`config.mk`:
```
export PLATFORM = sky130hd
export DESIGN_NAME = zff_div_pipe
export DESIGN_NICKNAME = d
export VERILOG_FILES = /design/src/design/zff_pkg.sv /design/src/design/zff_div_pipe.sv
export SDC_FILE = /design/constraint.sdc
export NUM_CORES = 2
export LEC_CHECK = 0
export CORE_MARGIN = 3
export CORE_UTILIZATION = 30
export DETAILED_ROUTE_END_ITERATION = 10
export DONT_BUFFER_PORTS = 1
export RECOVER_POWER = 50
export SLEW_MARGIN = 20
export SYNTH_ARGS = -nofsm -noshare
export SYNTH_HDL_FRONTEND = slang
export SYNTH_SLANG_ARGS = --single-unit
```
`constraint.sdc`:
```
create_clock -name clk -period 8.8 [get_ports clk]
set_input_delay 2.2 -clock clk [delete_from_list [all_inputs] [get_ports clk]]
set_output_delay 2.2 -clock clk [all_outputs]
set_load 0.005 [all_outputs]
```
`src/design/zff_pkg.sv`:
```
// ----------------------------------------------------------------------------
// zff_pkg
// Shared constants, types and the square-root step of the z-expansion
// form factor evaluator.
// ----------------------------------------------------------------------------
package zff_pkg;

  localparam int FRAC       = 24;
  localparam int NUM_COEF   = 4;
  localparam int RAD_W      = 66;
  localparam int ROOT_W     = 32;
  localparam int A_W        = 28;
  localparam int Z_W        = 26;
  localparam int ROOT_STEPS = 28;
  localparam int DIV_STEPS  = 25;
  localparam int OFF_STEPS  = 32;

  localparam logic [1:0] ST_OK  = 2'd0;
  localparam logic [1:0] ST_NEG = 2'd1;
  localparam logic [1:0] ST_SAT = 2'd2;

  localparam logic [2:0] REG_THRESH = 3'd0;
  localparam logic [2:0] REG_QMAX   = 3'd1;
  localparam logic [2:0] REG_OPT    = 3'd2;
  localparam logic [2:0] REG_COUNT  = 3'd3;
  localparam logic [2:0] REG_COEF0  = 3'd4;
  localparam logic [2:0] REG_COEF1  = 3'd5;
  localparam logic [2:0] REG_COEF2  = 3'd6;
  localparam logic [2:0] REG_COEF3  = 3'd7;

  localparam logic [30:0] THRESH_RESET = 31'h0100_0000;
  // sqrt(2^24 * 2^24) = 2^24, i.e. 1.0 in Q8.24: offset root for the reset threshold
  localparam logic [A_W-1:0] B_RESET   = 28'h100_0000;
  localparam logic [23:0]    FRAC_MASK = 24'hFF_FFFF;

  typedef struct packed {
    logic valid;
    logic neg;
  } pipe_ctl_t;

  typedef struct packed {
    logic [RAD_W-1:0]  rem;
    logic [ROOT_W-1:0] root;
  } sq_step_t;

  // One restoring digit of the integer square root at bit k.
  function automatic sq_step_t sq_step(input sq_step_t cur, input logic [4:0] k);
    logic [RAD_W-1:0] trial;
    sq_step_t         nxt;
    trial = ({{(RAD_W-ROOT_W){1'b0}}, cur.root} << ({1'b0, k} + 6'd1))
          | ({{(RAD_W-1){1'b0}}, 1'b1} << {k, 1'b0});
    nxt = cur;
    if (cur.rem >= trial) begin
      nxt.rem  = cur.rem - trial;
      nxt.root = cur.root | ({{(ROOT_W-1){1'b0}}, 1'b1} << k);
    end
    return nxt;
  endfunction

endpackage

```
`src/design/zff_div_pipe.sv`:
```
// ----------------------------------------------------------------------------
// zff_div_pipe
// Pipelined restoring divider forming z = (a - b) * 2^24 / (a + b),
// one quotient bit per stage, truncated toward zero.
// ----------------------------------------------------------------------------
module zff_div_pipe (
  input  logic                            clk,
  input  logic                            rst_n,
  input  logic                            adv,
  input  zff_pkg::pipe_ctl_t              in_ctl,
  input  logic [zff_pkg::A_W-1:0]         in_a,
  input  logic [zff_pkg::A_W-1:0]         in_b,
  output zff_pkg::pipe_ctl_t              out_ctl,
  output logic signed [zff_pkg::Z_W-1:0]  out_z
);

  localparam int N = zff_pkg::DIV_STEPS;

  typedef struct packed {
    logic [52:0] rem;
    logic [28:0] den;
    logic [24:0] quo;
    logic        sgn;
  } div_st_t;

  zff_pkg::pipe_ctl_t ctl_r [N];
  div_st_t            st_r  [N];
  div_st_t            head;
  logic [27:0]        mag;

  assign mag  = (in_a >= in_b) ? (in_a - in_b) : (in_b - in_a);
  assign head = '{rem: {1'b0, mag, 24'd0},
                  den: {1'b0, in_a} + {1'b0, in_b},
                  quo: '0,
                  sgn: (in_a < in_b)};

  for (genvar g = 0; g < N; g++) begin : g_stage
    div_st_t            cur;
    div_st_t            nxt;
    zff_pkg::pipe_ctl_t ctl_in;
    logic [52:0]        trial;

    if (g == 0) begin : g_first
      assign cur    = head;
      assign ctl_in = in_ctl;
    end else begin : g_next
      assign cur    = st_r[g-1];
      assign ctl_in = ctl_r[g-1];
    end

    assign trial = {24'd0, cur.den} << (N - 1 - g);

    always_comb begin
      nxt = cur;
      if (cur.rem >= trial) begin
        nxt.rem          = cur.rem - trial;
        nxt.quo[N-1-g]   = 1'b1;
      end
    end

    always_ff @(posedge clk) begin
      if (!rst_n) begin
        ctl_r[g] <= '0;
      end else if (adv) begin
        ctl_r[g] <= ctl_in;
      end
    end

    always_ff @(posedge clk) begin
      if (adv) begin
        st_r[g] <= nxt;
      end
    end
  end

  // both roots zero: take z as zero
  always_comb begin
    if (st_r[N-1].den == '0) begin
      out_z = '0;
    end else if (st_r[N-1].sgn) begin
      out_z = -$signed({1'b0, st_r[N-1].quo});
    end else begin
      out_z = $signed({1'b0, st_r[N-1].quo});
    end
  end

  assign out_ctl = ctl_r[N-1];

endmodule

```
Word level (Yosys, flattened, before mapping)
Memories as Yosys holds them, arrays and structs flattened.
Index checks and enable logic that the tools add are counted.
{ "op_classes": {"magnitude_cmp": 27, "bitwise_logic": 25, "shift": 0, "div": 0, "mux": 83, "n_reduce_logical": 1, "eq_ne": 0, "multipliers": 0, "n_addsub": 29} }
{ "ops": {"columns": ["operator", "count"], "rows": [
  ["$mux W53", 25],
  ["$sub A28 B28 Y28", 2],
  ["$ge A52 B53 Y1", 1],
  ["$ge A53 B29 Y1", 1],
  ["$ge A53 B30 Y1", 1],
  ["$ge A53 B31 Y1", 1],
  ["$ge A53 B32 Y1", 1],
  ["$ge A53 B33 Y1", 1],
  ["$ge A53 B34 Y1", 1],
  ["$ge A53 B35 Y1", 1],
  ["$ge A53 B36 Y1", 1],
  ["$ge A53 B37 Y1", 1],
  ["$ge A53 B38 Y1", 1],
  ["$ge A53 B39 Y1", 1],
  ["$ge A53 B40 Y1", 1],
  ["$ge A53 B41 Y1", 1],
  ["$ge A53 B42 Y1", 1],
  ["$ge A53 B43 Y1", 1],
  ["$ge A53 B44 Y1", 1],
  ["$ge A53 B45 Y1", 1],
  ["$ge A53 B46 Y1", 1],
  ["$ge A53 B47 Y1", 1],
  ["$ge A53 B48 Y1", 1],
  ["$ge A53 B49 Y1", 1],
  ["other kinds (38)", 116]
]} }
{ "word_totals": {"romBits": 0, "out_inout_bits": 28, "ram_bits": 2750, "ff_bits": 0, "word_cells": 167, "latchBits": 0, "memories": 2, "in_bits": 61} }
{ "memory_table": {"columns": ["name", "words", "width", "read_ports", "rd_ports_with_merged_regs", "write_ports", "line", "text"], "rows": [
  ["st_r", 25, 108, 25, 0, 25, "zff_div_pipe.sv:27", "div_st_t st_r [N];"],
  ["ctl_r", 25, 2, 25, 0, 25, "zff_div_pipe.sv:26", "zff_pkg::pipe_ctl_t ctl_r [N];"]
]} }

Longest topological paths before layout
{ "depth": {"word_depth": 4, "ltp_mapped": 27, "ltp_nobuf": 24} }

Worst setup path after synthesis
No wires, ideal clock.
{ "synth_path": {"path_type": "input-to-reg", "from": "in in_a[16] (netlist name)", "to": "mem st_r[0][100] (netlist name) (data pin)", "arrival_time_ps": 7405, "setup_slack_ps": 1135, "t_required_ps": 8540, "cell_stages": 25, "path_buffers": 4, "setup_time_ps": 260, "path_cell_list": "inv_1 ha_1 clkbuf_1 inv_1 nor2_1 a311oi_1 nor2_1 a21oi_1 a21o_1 clkbuf_1 buf_1 mux2i_1 inv_1 ha_1 o211ai_1 a21oi_1 o31a_1 nor4b_1 nor3_1 a31o_2 nor4_1 nor3b_1 o21ba_2 clkbuf_1 mux2_2"} }
{ "synth_rtl": {"columns": ["element", "line", "text"], "rows": [
  ["start, declared", "zff_div_pipe.sv:11", "input logic [zff_pkg::A_W-1:0] in_a,"],
  ["end, declared", "zff_div_pipe.sv:27", null]
]} }

==> run_results.csv <==
group,metric,value,unit
synth,syn-instance-count,10877,
sta,setup_ws,848.6,ps
sta,skew,95.77,ps
route,vias,79298,
route,drc,0,
sta,finalSetupViolations,0,
clock_network,cts_resized,0,
die,start_util,30.15,%
synth,syn_avg_cell_area,10.98,sq um
worst_setup_path,crit_path_end_kind,"flip-flop",
synth,ys_top_cells_by_area,"edfxtp_1 (53%), ha_1 (8.4%), a21oi_1 (3.7%)",
power,internal_power,28020,uW
worst_setup_path,reg2reg_to,"st_r[1][637]$_DFFE_PP_",
synth,yosysMostFrequentCell,"edfxtp_1",
power,power.share.switching,35.51,%
route,ant_nets,0,
placed_design,routabilityCongestion,0.8998,
worst_setup_path,crit_family,"buffers and inverters",
placed_design,placed_cells,15942,
sta,fmax,125.8,MHz
route,dr.pass1.iters,5,
worst_setup_path,worstPathArrival,8500,ps
power,powerDensity,324.5,nW/um^2
worst_hold_path,hold_end,"st_r[1][580]$_DFFE_PP_",
placed_design,place.port_buffers,0,
worst_setup_path,slowest_stage,"buf_16",
worst_hold_path,hold_path_depth,0,
synth,ys_ff_latch,2097,
die,die_x,637.1,um
synth,ys_types,88,
synth,ys_seq_area_share,52.70,%
synth,netlist.area_leader.share,52.70,%
clock_network,clkSinkCount,2097,
sta,worst_slew_pin_slew,3443,ps
grt,grt_max_degree,256,
finish,area_delta_synth_final,12.05,%
worst_setup_path,path_max_fanout,156,
finish,post-route-util,33.79,%
power,power,43440,uW
worst_hold_path,hold_start,"st_r[1][472]$_DFFE_PP_",
worst_setup_path,worst_path_largest_cell_delay,570,ps
power,irDropWorstVdd,0.1876,mV
synth,synth_area,119500,sq um
clock_network,postCtsSetupBuffers,0,
worst_hold_path,hold_path_class,"flip-flop to flip-flop",
finish,final_cell_area,133900,sq um
route,wl,258800,um
die,die_h,637.1,um
power,p_seq_share,36.7,%
worst_setup_path,path_common_cell,"buf_16",
die,dieArea,405900,sq um
synth,async_flop_share,0,%
finish,final_cell_count_no_fill,16374,
finish,drive_above_1_share,6.100,%
worst_setup_path,rr_worst_depth,11,
worst_setup_path,crit_type,"input pin to flip-flop",
sta,finalCriticalPeriod,7951,ps
run,maxCapViolCount,18,
power,pwr-share-clk,22.7,%
worst_setup_path,path_cells,"buf_16 > buf_16 > buf_16 > buf_16 > buf_16 > buf_16 > buf_16 > buf_16 > buf_16 > buf_16 > buf_16 > buf_16 > buf_16",
finish,fin_nets,11836,
clock_network,cts_buffers,236,
sta,finalHoldViolCount,0,
synth,syn_nets,11771,
die,rows,231,
route,drtIter0Drc,4403,
grt,gr-total-overflow,0,
worst_setup_path,cp_data_required_time,9350,ps
synth,yosys-top-cells-count,"edfxtp_1 (2097), inv_1 (1017), a21oi_1 (888)",
clock_network,clock_path_buffers,4,
sta,relSlewSlack,-129.5,%
route,wl_per_cell,15.80,um
grt,grt_pass1_wl,411200,um
clock_network,cts_tree,"built",
route,vias_per_cell,4.843,
synth,yosys_warnings,0,
clock_network,ctsHtreeMaxLevel,4,
die,top_level_ports,89,
power,leakage,0.05209,uW
clock_network,path_clk_slew,60,ps
synth,synth-edff-count,2097,
grt,grt_antenna_before_repair,3,
clock_network,insertion_delay,920,ps
status,violations,"max-capacitance violations, max-slew violations",
worst_setup_path,reg2reg_slack,2330,ps
placed_design,hpwl,195700,um
sta,slew_violations,1026,
status,outcome,"finished with violations",
clock_network,holdBufCountCts,0,
sta,rsz0062_at_grt,"false",
grt,grt_use_total,12.30,%
worst_setup_path,r2r-start,"st_r[1][486]$_DFFE_PP_",
finish,antennaDiodeCount,0,
die,core,396300,sq um
power,pwr-share-comb,40.6,%
worst_setup_path,path_buf_inv,13,
worst_setup_path,crit_path_start_kind,"input pin",
placed_design,place_ws,-625.1,ps
synth,synth_top_area_cell,"edfxtp_1",
power,p_switching,15430,uW
clock_network,root_buffer,"clkbuf_16",
synth,synth_top_flop_cell,"edfxtp_1",
sta,fin_crit_sh,90.36,%
placed_design,placed_area,126200,sq um
grt,grt_pass1_vias,78695,
[how the worst max path moves through the flow]
| stage | slack [ps] | startpoint | endpoint | cells past startpoint |
|---|---|---|---|---|
| finish | 850 | adv | st_r[1][863]$_DFFE_PP_ | 13 |
| global route | 270 | adv | st_r[1][851]$_DFFE_PP_ | 13 |
| CTS | 370 | adv | st_r[1][714]$_DFFE_PP_ | 11 |
| detailed placement | -630 | adv | st_r[1][857]$_DFFE_PP_ | 11 |
| global placement | -1650 | adv | st_r[1][856]$_DFFE_PP_ | 8 |
| floorplan | 1130 | in_a[16] | st_r[0][100]$_DFFE_PP_ | 25 |
[flip-flops by register name, indices dropped and copies added, names as in the netlist, named ones only]
signal	flops
ctl_r	50
st_r	2046
[cells in the final DEF, fill, tap and decap left out, drive strengths merged, types with 29 or more instances in the layout]
cell type | Yosys | final
a2111oi | 29 | 29
a211oi | 73 | 73
a21boi | 32 | 32
a21o | 375 | 375
a21oi | 888 | 888
a31oi | 70 | 70
and2 | 61 | 61
and3 | 149 | 149
buf | 33 | 63
bufinv | 0 | 32
clkbuf | 230 | 296
clkinv | 4 | 107
edfxtp | 2097 | 2097
ha | 806 | 806
inv | 1017 | 1026
mux2 | 163 | 163
nand2 | 681 | 681
nand2b | 145 | 145
nand3 | 194 | 194
nand4 | 127 | 127
nor2 | 761 | 761
nor2b | 106 | 106
nor3 | 211 | 211
nor4 | 119 | 119
o211ai | 55 | 55
o21a | 135 | 135
o21ai | 612 | 612
o21bai | 98 | 98
o31ai | 88 | 88
or2 | 49 | 49
or3 | 111 | 111
or4 | 34 | 34
xnor2 | 507 | 507
xor2 | 387 | 387
[per-stage QoR]
stage / setup TNS, ps / hold WS (ps)
after floorplan: 0 / 400.3
after global placement: -534590 / 400.2
after detailed placement: -145420 / 404.5
after CTS: 0 / 386.8
after global routing: 0 / 398.9
final: 0 / 388.6
[final cells by class]
type | count | area (sq um)
fillers | 39409 | 262400
flip-flops and latches | 2097 | 62970
multi-input cells | 7496 | 51800
well taps | 5242 | 6559
clock buffers | 269 | 6072
inverters | 1021 | 3832
clock inverters | 159 | 1694
repair buffers | 90 | 950.9
[layer usage]
layer / up-vias / routed length, um / global-route usage (%)
li1: 39997 / - / -
met1: 37319 / 102600 / 13.38
met2: 1394 / 134100 / 23.34
met3: 588 / 8191 / 1.444
met4: 0 / 13920 / 6.147
met5: - / 0 / 0
[logic make-up after synthesis]
kind of cell,count (synthesis),synth area share [%]
buffers and inverters,1284,4.065
other,1,0.003139
xor gates and xnor gates,894,6.553
muxes,179,1.695
DFF,2097,52.70
AOI/OAI and AO/OA,2722,14.26
and+or+nand+nor,2867,11.82
adders and majority gates,833,8.893
[power groups by stage]
stage / clock, uW / sequential [uW] / combinational, uW
6_report: 9850 / 16000 / 17600
5_1_grt: 10600 / 16200 / 19700
4_1_cts: 10200 / 16000 / 17600
3_5_place_dp: 0 / 16100 / 17500
3_3_place_gp: 0 / 16100 / 17400
2_1_floorplan: 0 / 15500 / 13700
Note: power is estimated with default switching activity, not from simulation.
