<file path="config.mk">
export PLATFORM = sky130hd
export DESIGN_NAME = zff_offset
export DESIGN_NICKNAME = d
export VERILOG_FILES = /design/src/design/zff_pkg.sv /design/src/design/zff_offset.sv
export SDC_FILE = /design/constraint.sdc
export NUM_CORES = 2
export LEC_CHECK = 0
export ABC_AREA = 0
export BUFFER_PORTS_ARGS = -buffer_cell sky130_fd_sc_hd__buf_2
export CORE_AREA = 2 2 397 399
export DETAILED_ROUTE_END_ITERATION = 12
export DIE_AREA = 0 0 399 401
export PLACE_DENSITY = 0.45
export SKIP_CTS_REPAIR_TIMING = 1
export SYNTH_ARGS = -nofsm -noshare
export SYNTH_HDL_FRONTEND = slang
export SYNTH_SLANG_ARGS = --single-unit
</file>
<file path="constraint.sdc">
create_clock -name clk -period 26 [get_ports clk]
set_clock_uncertainty 0.15 [all_clocks]
set_input_delay 1.3 -clock clk [delete_from_list [all_inputs] [get_ports clk]]
set_output_delay 1.3 -clock clk [all_outputs]
set_load 0.05 [all_outputs]
</file>
<file path="src/design/zff_pkg.sv">
// ----------------------------------------------------------------------------
// zff_pkg
// Shared constants, types and the square-root step of the z-expansion
// form factor evaluator.
// ----------------------------------------------------------------------------
package zff_pkg;

  localparam int FRAC       = 24;
  localparam int NUM_COEF   = 4;
  localparam int RAD_W      = 66;
  localparam int ROOT_W     = 32;
  localparam int A_W        = 28;
  localparam int Z_W        = 26;
  localparam int ROOT_STEPS = 28;
  localparam int DIV_STEPS  = 25;
  localparam int OFF_STEPS  = 32;

  localparam logic [1:0] ST_OK  = 2'd0;
  localparam logic [1:0] ST_NEG = 2'd1;
  localparam logic [1:0] ST_SAT = 2'd2;

  localparam logic [2:0] REG_THRESH = 3'd0;
  localparam logic [2:0] REG_QMAX   = 3'd1;
  localparam logic [2:0] REG_OPT    = 3'd2;
  localparam logic [2:0] REG_COUNT  = 3'd3;
  localparam logic [2:0] REG_COEF0  = 3'd4;
  localparam logic [2:0] REG_COEF1  = 3'd5;
  localparam logic [2:0] REG_COEF2  = 3'd6;
  localparam logic [2:0] REG_COEF3  = 3'd7;

  localparam logic [30:0] THRESH_RESET = 31'h0100_0000;
  // sqrt(2^24 * 2^24) = 2^24, i.e. 1.0 in Q8.24: offset root for the reset threshold
  localparam logic [A_W-1:0] B_RESET   = 28'h100_0000;
  localparam logic [23:0]    FRAC_MASK = 24'hFF_FFFF;

  typedef struct packed {
    logic valid;
    logic neg;
  } pipe_ctl_t;

  typedef struct packed {
    logic [RAD_W-1:0]  rem;
    logic [ROOT_W-1:0] root;
  } sq_step_t;

  // One restoring digit of the integer square root at bit k.
  function automatic sq_step_t sq_step(input sq_step_t cur, input logic [4:0] k);
    logic [RAD_W-1:0] trial;
    sq_step_t         nxt;
    trial = ({{(RAD_W-ROOT_W){1'b0}}, cur.root} << ({1'b0, k} + 6'd1))
          | ({{(RAD_W-1){1'b0}}, 1'b1} << {k, 1'b0});
    nxt = cur;
    if (cur.rem >= trial) begin
      nxt.rem  = cur.rem - trial;
      nxt.root = cur.root | ({{(ROOT_W-1){1'b0}}, 1'b1} << k);
    end
    return nxt;
  endfunction

endpackage

</file>
<file path="src/design/zff_offset.sv">
// ----------------------------------------------------------------------------
// zff_offset
// Sequential unit that derives the offset root sqrt(tcut - t0) from the
// configuration, one root bit per cycle.
// ----------------------------------------------------------------------------
module zff_offset (
  input  logic                     clk,
  input  logic                     rst_n,
  input  logic                     kick,
  input  logic [30:0]              thresh,
  input  logic [30:0]              qmax,
  input  logic                     opt_on,
  output logic                     busy,
  output logic [zff_pkg::A_W-1:0]  b_root
);

  localparam logic [1:0] S_IDLE   = 2'd0;
  localparam logic [1:0] S_MUL    = 2'd1;
  localparam logic [1:0] S_ROOT_D = 2'd2;
  localparam logic [1:0] S_ROOT_B = 2'd3;
  localparam logic [4:0] K_TOP    = 5'(zff_pkg::OFF_STEPS - 1);

  logic [1:0]               state_r;
  logic                     kick_r;
  logic [4:0]               k_r;
  zff_pkg::sq_step_t        sq_r;
  zff_pkg::sq_step_t        step_nxt;
  logic [zff_pkg::A_W-1:0]  b_r;
  logic [63:0]              prod;

  assign step_nxt = zff_pkg::sq_step(sq_r, k_r);
  assign prod     = {33'd0, thresh} * ({1'b0, thresh} + {1'b0, qmax});

  always_ff @(posedge clk) begin
    if (!rst_n) begin
      state_r <= S_IDLE;
      kick_r  <= 1'b0;
      k_r     <= '0;
      b_r     <= zff_pkg::B_RESET;
    end else begin
      kick_r <= kick;
      if (kick_r) begin
        // restart from the freshly written registers
        k_r <= K_TOP;
        if (opt_on) begin
          state_r <= S_MUL;
        end else begin
          sq_r    <= '{rem: {11'd0, thresh, 24'd0}, root: '0};
          state_r <= S_ROOT_B;
        end
      end else begin
        unique case (state_r)
          S_IDLE: begin
          end
          S_MUL: begin
            sq_r    <= '{rem: {2'd0, prod}, root: '0};
            k_r     <= K_TOP;
            state_r <= S_ROOT_D;
          end
          S_ROOT_D: begin
            if (k_r == '0) begin
              sq_r    <= '{rem: {10'd0, step_nxt.root, 24'd0}, root: '0};
              k_r     <= K_TOP;
              state_r <= S_ROOT_B;
            end else begin
              sq_r <= step_nxt;
              k_r  <= k_r - 5'd1;
            end
          end
          S_ROOT_B: begin
            if (k_r == '0) begin
              b_r     <= step_nxt.root[zff_pkg::A_W-1:0];
              state_r <= S_IDLE;
            end else begin
              sq_r <= step_nxt;
              k_r  <= k_r - 5'd1;
            end
          end
          default: state_r <= S_IDLE;
        endcase
      end
    end
  end

  assign busy   = kick_r || (state_r != S_IDLE);
  assign b_root = b_r;

endmodule

</file>
Word-level counts from Yosys, hierarchy flattened
Cells that the tools add are included.

Output and inout port bits: 29. Input port bits: 66. Word-level logic and storage cells: 48. Register bits: 134.

Bitwise logic cells: 3. $add $sub $neg: 4. Reductions and logical operators: 8. Equal/unequal tests: 7. Muxes and demuxes: 15. Multipliers: 1. Magnitude comparators: 1. Shifts and indexed selects: 3.

Operator list (count): $mux 98 (5); $pmux 98 s3 (1); $ge 66x66->1 (1); $or 66x66->66 (1); $shl 1x6->66 const A (1); $shl 32x6->66 (1); $sub 66x66->66 (1); $mul 31x32->63 (1); $add 31x31->32 (1); $or 32x32->32 (1); $shl 1x5->32 const A (1); $mux 5 (3); $pmux 5 s3 (1); $ne 3x3->1 const B (3); $mux 2 (4); $add 5x1->6 const B (1); $pmux 2 s3 (1); $reduce_and 3->1 (2); $logic_not 5->1 (1); $sub 5x1->5 const B (1); $eq 2x2->1 const B (2); $reduce_and 4->1 (1); $reduce_bool 4->1 (1); $eq 2x1->1 const B (1); 5 further kinds (5).

Longest topological paths before layout
Word-level depth: 8. Mapped depth: 42. Depth with buffers taken out: 40.

Least setup slack after synthesis
No wires, ideal clock.

Path kind: input-to-reg. Start: in thresh[1]. End: reg sq_r[93] (netlist name), data pin. Arrival: 10287 ps. Cell stages on the path: 38. Setup slack: 15310 ps. Cell sequence: ha_1 a21o_1 a21oi_1 o211a_1 o31ai_1 a31oi_1 o21ai_1 a211oi_2 inv_1 a31o_2 xor2_1 clkbuf_1 and2_1 fa_1 fa_1 inv_1 fa_1 fa_1 [... 2 more ...] fa_1 fa_1 inv_1 fa_1 inv_1 ha_1 buf_2 nand4_1 nor4_1 nand4_1 o21ai_0 nor2_1 o31ai_2 a31oi_1 o31ai_1 a211oi_1 xnor2_1 a21o_1.

Word-level cells in the longest chain between the ends: 4.

RTL lines: start: declaration (RTL line zff_offset.sv:10) `input logic [30:0] thresh,`; $add 31x31->32 (RTL line zff_offset.sv:32) `assign prod = {33'd0, thresh} * ({1'b0, thresh} + {1'b0, qmax});`; $mul 31x32->63 * (RTL line zff_offset.sv:32); $pmux 98 s3 * (RTL line zff_offset.sv:52) `unique case (state_r)`; $mux 98 * (RTL line zff_offset.sv:42) `if (kick_r) begin`; end signal: assignment (RTL line zff_offset.sv:48) `sq_r <= '{rem: {11'd0, thresh, 24'd0}, root: '0};`; end signal: assignment (RTL line zff_offset.sv:56) `sq_r <= '{rem: {2'd0, prod}, root: '0};`; end signal: assignment (RTL line zff_offset.sv:62) `sq_r <= '{rem: {10'd0, step_nxt.root, 24'd0}, root: '0};`; end: declaration (RTL line zff_offset.sv:26) `zff_pkg::sq_step_t sq_r;`.

Every way passes the cells marked *; elsewhere a longest branch is shown, timed or not. A chain may end at the register's enable or synchronous reset.

Final worst setup path
Start: in thresh[0]. End: reg sq_r[93] (netlist name), data pin.

The elaborated chain is that of the path after synthesis.

==> key figures <==
STA
  – Setup repair after global routing missed its margin: false
  – Hold slack: 0.343 ns
  – Relative slew slack: 19.1%
  – Setup Viol. Count Final: 0
  – Total Negative Setup Slacks: 0 ns
  – Crit path time final: 13.20 ns
  – Max Clk Rate: 75.7 MHz
  – Fraction of the cycle the final worst path needs: 50.8%
  – Max-slew violations: 0
  – Worst Max-Slew Pin Slew: about 1.2 ns
  – Final number of hold-violating endpoints: 0

Yosys
  – Synth Area in Compound Gates: 12.0%
  – Fraction of registers with async set/reset: 0%
  – Leading post-synthesis cells by cell area: sky130_fd_sc_hd__fa_1, sky130_fd_sc_hd__ha_1, sky130_fd_sc_hd__inv_1
  – Most frequent cells after synthesis: sky130_fd_sc_hd__inv_1, sky130_fd_sc_hd__fa_1, sky130_fd_sc_hd__nand2_1, sky130_fd_sc_hd__and2_1, sky130_fd_sc_hd__ha_1
  – Share of the synthesized area in the top cell type: 37.4%
  – Mux share of post-synthesis cell area: 2.04%
  – Area share of fa/ha/maj cells after synthesis: 47.3%
  – Post-synth EDFFs: 98
  – Yosys warns: 0
  – Cell count after synthesis: 5429
  – Most frequent cell after synthesis: sky130_fd_sc_hd__inv_1
  – Cell type with the largest total area after synthesis: sky130_fd_sc_hd__fa_1
  – Fraction of the yosys area taken by sequential cells: 7.89%
  – Commonest register cell after synthesis: sky130_fd_sc_hd__edfxtp_1
  – Parity-gate share of the synthesized area counting xor and xnor cells: ~2.7%
  – Simple-gate portion of the synthesized area: 17.9%
  – Synthesized net count: 6728
  – Combinational family with the most area after synthesis: adder cells
  – Avg Cell Area, Syn: 8.55 µm²
  – Synthesized area: 46400 µm²
  – Post-synthesis register bit count: 134
  – Unique cell type count in the Yosys netlist: 90

Place
  – Post-place instance area: 49100 µm²
  – Routability cong.: 0.920
  – Final HPWL from detailed placement: between 100 and 150 mm
  – Number of buffers inserted by port buffering: 94

GRT
  – Wire length of the first global-routing pass: 264 mm
  – Pin count of the biggest net entering global routing: 57
  – Global-route congestion overflow total: 0
  – GRT Total Usage: between 20% and 30%
  – Number of global-route vias before repair: 39800
  – Number of antenna violations at the first check in global routing: 7

Critical path
  – Critical Path AT: about 13 ns
  – Element type at the critical path end: flip-flop
  – Critical path startpoint category: input pin
  – Data required time of the critical path: 26.08 ns
  – WS Path Type: input pin to flip-flop
  – Critical-path cell with the highest stage delay: sky130_fd_sc_hd__o21ai_1
  – Most common cell on crit path: sky130_fd_sc_hd__fa_1
  – Delay of the slowest critical-path stage: around 0.78 ns
  – Peak fanout along the critical path: 34

Detailed routing
  – Via count: 38000
  – Final routed wirelength across all metal layers: 175 mm
  – WL/cell: between 20 and 25 µm
  – Length of the first detailed-routing pass in iterations: 8
  – Drc violations: 0
  – Antenna-violating nets left: 0
  – Via density per instance: 5.15
  – Iteration-0 DRC count of the detailed router: 2862

Floorplanning
  – Ports placed on the boundary: 95
  – Effective utilization at floorplan: 29.8%
  – Die Footprint: 160000 µm²
  – Die X-Extent: 399 µm
  – Core region area: 156000 µm²
  – DIE HEIGHT: about 400 µm
  – Row count: 145

Clock network
  – Clock edge transition at the registers on the reported setup and hold paths: 0.07 ns
  – Number of buffers added by the clock tree synthesis step: 17
  – Clock root buffer: sky130_fd_sc_hd__clkbuf_16
  – Buffers from clock root to sink, at most: 2
  – Clock latency on the worst-skew pair: between 0.4 and 0.5 ns
  – H-tree levels: 4
  – Clock net sink count: 134
  – TritonCTS clock tree: yes

Finish
  – Net total in the final layout: 6606
  – Share of final-layout standard cells stronger than drive strength 1: 5.96%
  – Fill cell count: 16600
  – Area Overhead vs Synth: 7.07%
  – Share of the core filled with cells: 31.9%
  – Cell area after layout: slightly below 50000 µm²

Min path
  – Type of the worst min-delay path: flip-flop to flip-flop

Flow run
  – Reported max-cap violation count: 0

Run status
  – Run status: complete, no violations
-- final timing paths --
kind,from,to,slack [ns],cells after the start
worst max-delay path,thresh[0],sq_r[93]$_SDFFCE_PP0P_,12.80,37
worst min-delay path,b_root[3]$_SDFFE_PN0P_,b_root[3]$_SDFFE_PN0P_,0.34,1
worst max register to register,k_r[0]$_SDFFE_PN0P_,sq_r[57]$_DFFE_PP_,17.03,24
worst min register to register,b_root[3]$_SDFFE_PN0P_,b_root[3]$_SDFFE_PN0P_,0.34,1
-- logic make-up after synthesis --
kind of cell	after synthesis
fa+ha+maj	1233
compound gates	854
simple gates	1753
flops	134
mux	73
xor+xnor	144
buf+inv	1238
-- critical path, delay by kind of cell --
family | cells | cell delay (ns)
XOR/XNOR | 2 | 0.31
buffers and inverters | 6 | 1.23
AO/OA/AOI/OAI | 14 | 4.56
AND/OR/NAND/NOR | 5 | 1.20
adder cells (fa/ha/maj) | 10 | 4.65
-- metrics by stage --
stage / worst slack (ns) / cells
after floorplan: 15.31 / 5429
after global placement: 12.62 / 7346
after detailed placement: 12.27 / 7346
after CTS: 12.78 / 7378
after global routing: 12.09 / 7378
final: 12.80 / 7382
-- registers in the layout (all words and copies together) (netlist names) --
register and cells:
state_r 2, sq_r 98, kick_r 1, b_root 28, k_r 5
-- final cells by class --
class	count	area [µm²]	area share, %
Clock buffer	18	439	0.884
Clock inverter	14	140	0.282
Antenna cell	4	10.0	0.0201
Sequential cell	134	3670	7.38
Tap cell	2058	2570	5.18
Multi-Input combinational cell	4057	38300	77.1
Timing Repair Buffer	184	1150	2.31
Inverter	913	3430	6.90
-- placed cells by master (no fill, tap or decap), types with 27 or more instances in the layout --
cell,instances
sky130_fd_sc_hd__o21ai_0,139
sky130_fd_sc_hd__xnor2_1,79
sky130_fd_sc_hd__nand4_1,34
sky130_fd_sc_hd__and3_1,27
sky130_fd_sc_hd__o21a_1,28
sky130_fd_sc_hd__a22oi_1,28
sky130_fd_sc_hd__buf_4,90
sky130_fd_sc_hd__xor2_1,39
sky130_fd_sc_hd__a31oi_1,29
sky130_fd_sc_hd__nor2b_1,54
sky130_fd_sc_hd__and2_1,398
sky130_fd_sc_hd__mux2i_1,45
sky130_fd_sc_hd__buf_2,94
sky130_fd_sc_hd__nor3_1,38
sky130_fd_sc_hd__nand3_1,66
sky130_fd_sc_hd__ha_1,365
sky130_fd_sc_hd__o211a_1,31
sky130_fd_sc_hd__nor2_1,219
sky130_fd_sc_hd__a21o_1,73
sky130_fd_sc_hd__edfxtp_1,98
sky130_fd_sc_hd__o21bai_1,31
sky130_fd_sc_hd__fa_1,868
sky130_fd_sc_hd__a21oi_1,286
sky130_fd_sc_hd__dfxtp_1,34
sky130_fd_sc_hd__nand2b_1,42
sky130_fd_sc_hd__nand2_1,819
sky130_fd_sc_hd__inv_1,911
-- metal layers --
metal | part of all wire (%) | vias to the layer above | routed length, µm | global-route usage (%)
met5 | 0.012 | - | 21 | 0
li1 | - | 17000 | - | -
met3 | 4.3 | 208 | 7530 | 1.65
met2 | 47 | 1071 | 82700 | 36.2
met1 | 45 | 19700 | 78800 | 30.4
met4 | 3.3 | 4 | 5840 | 6.42
Power is not shown: default switching activity piles up to over one toggle a cycle in this logic, so the estimate is an artifact.
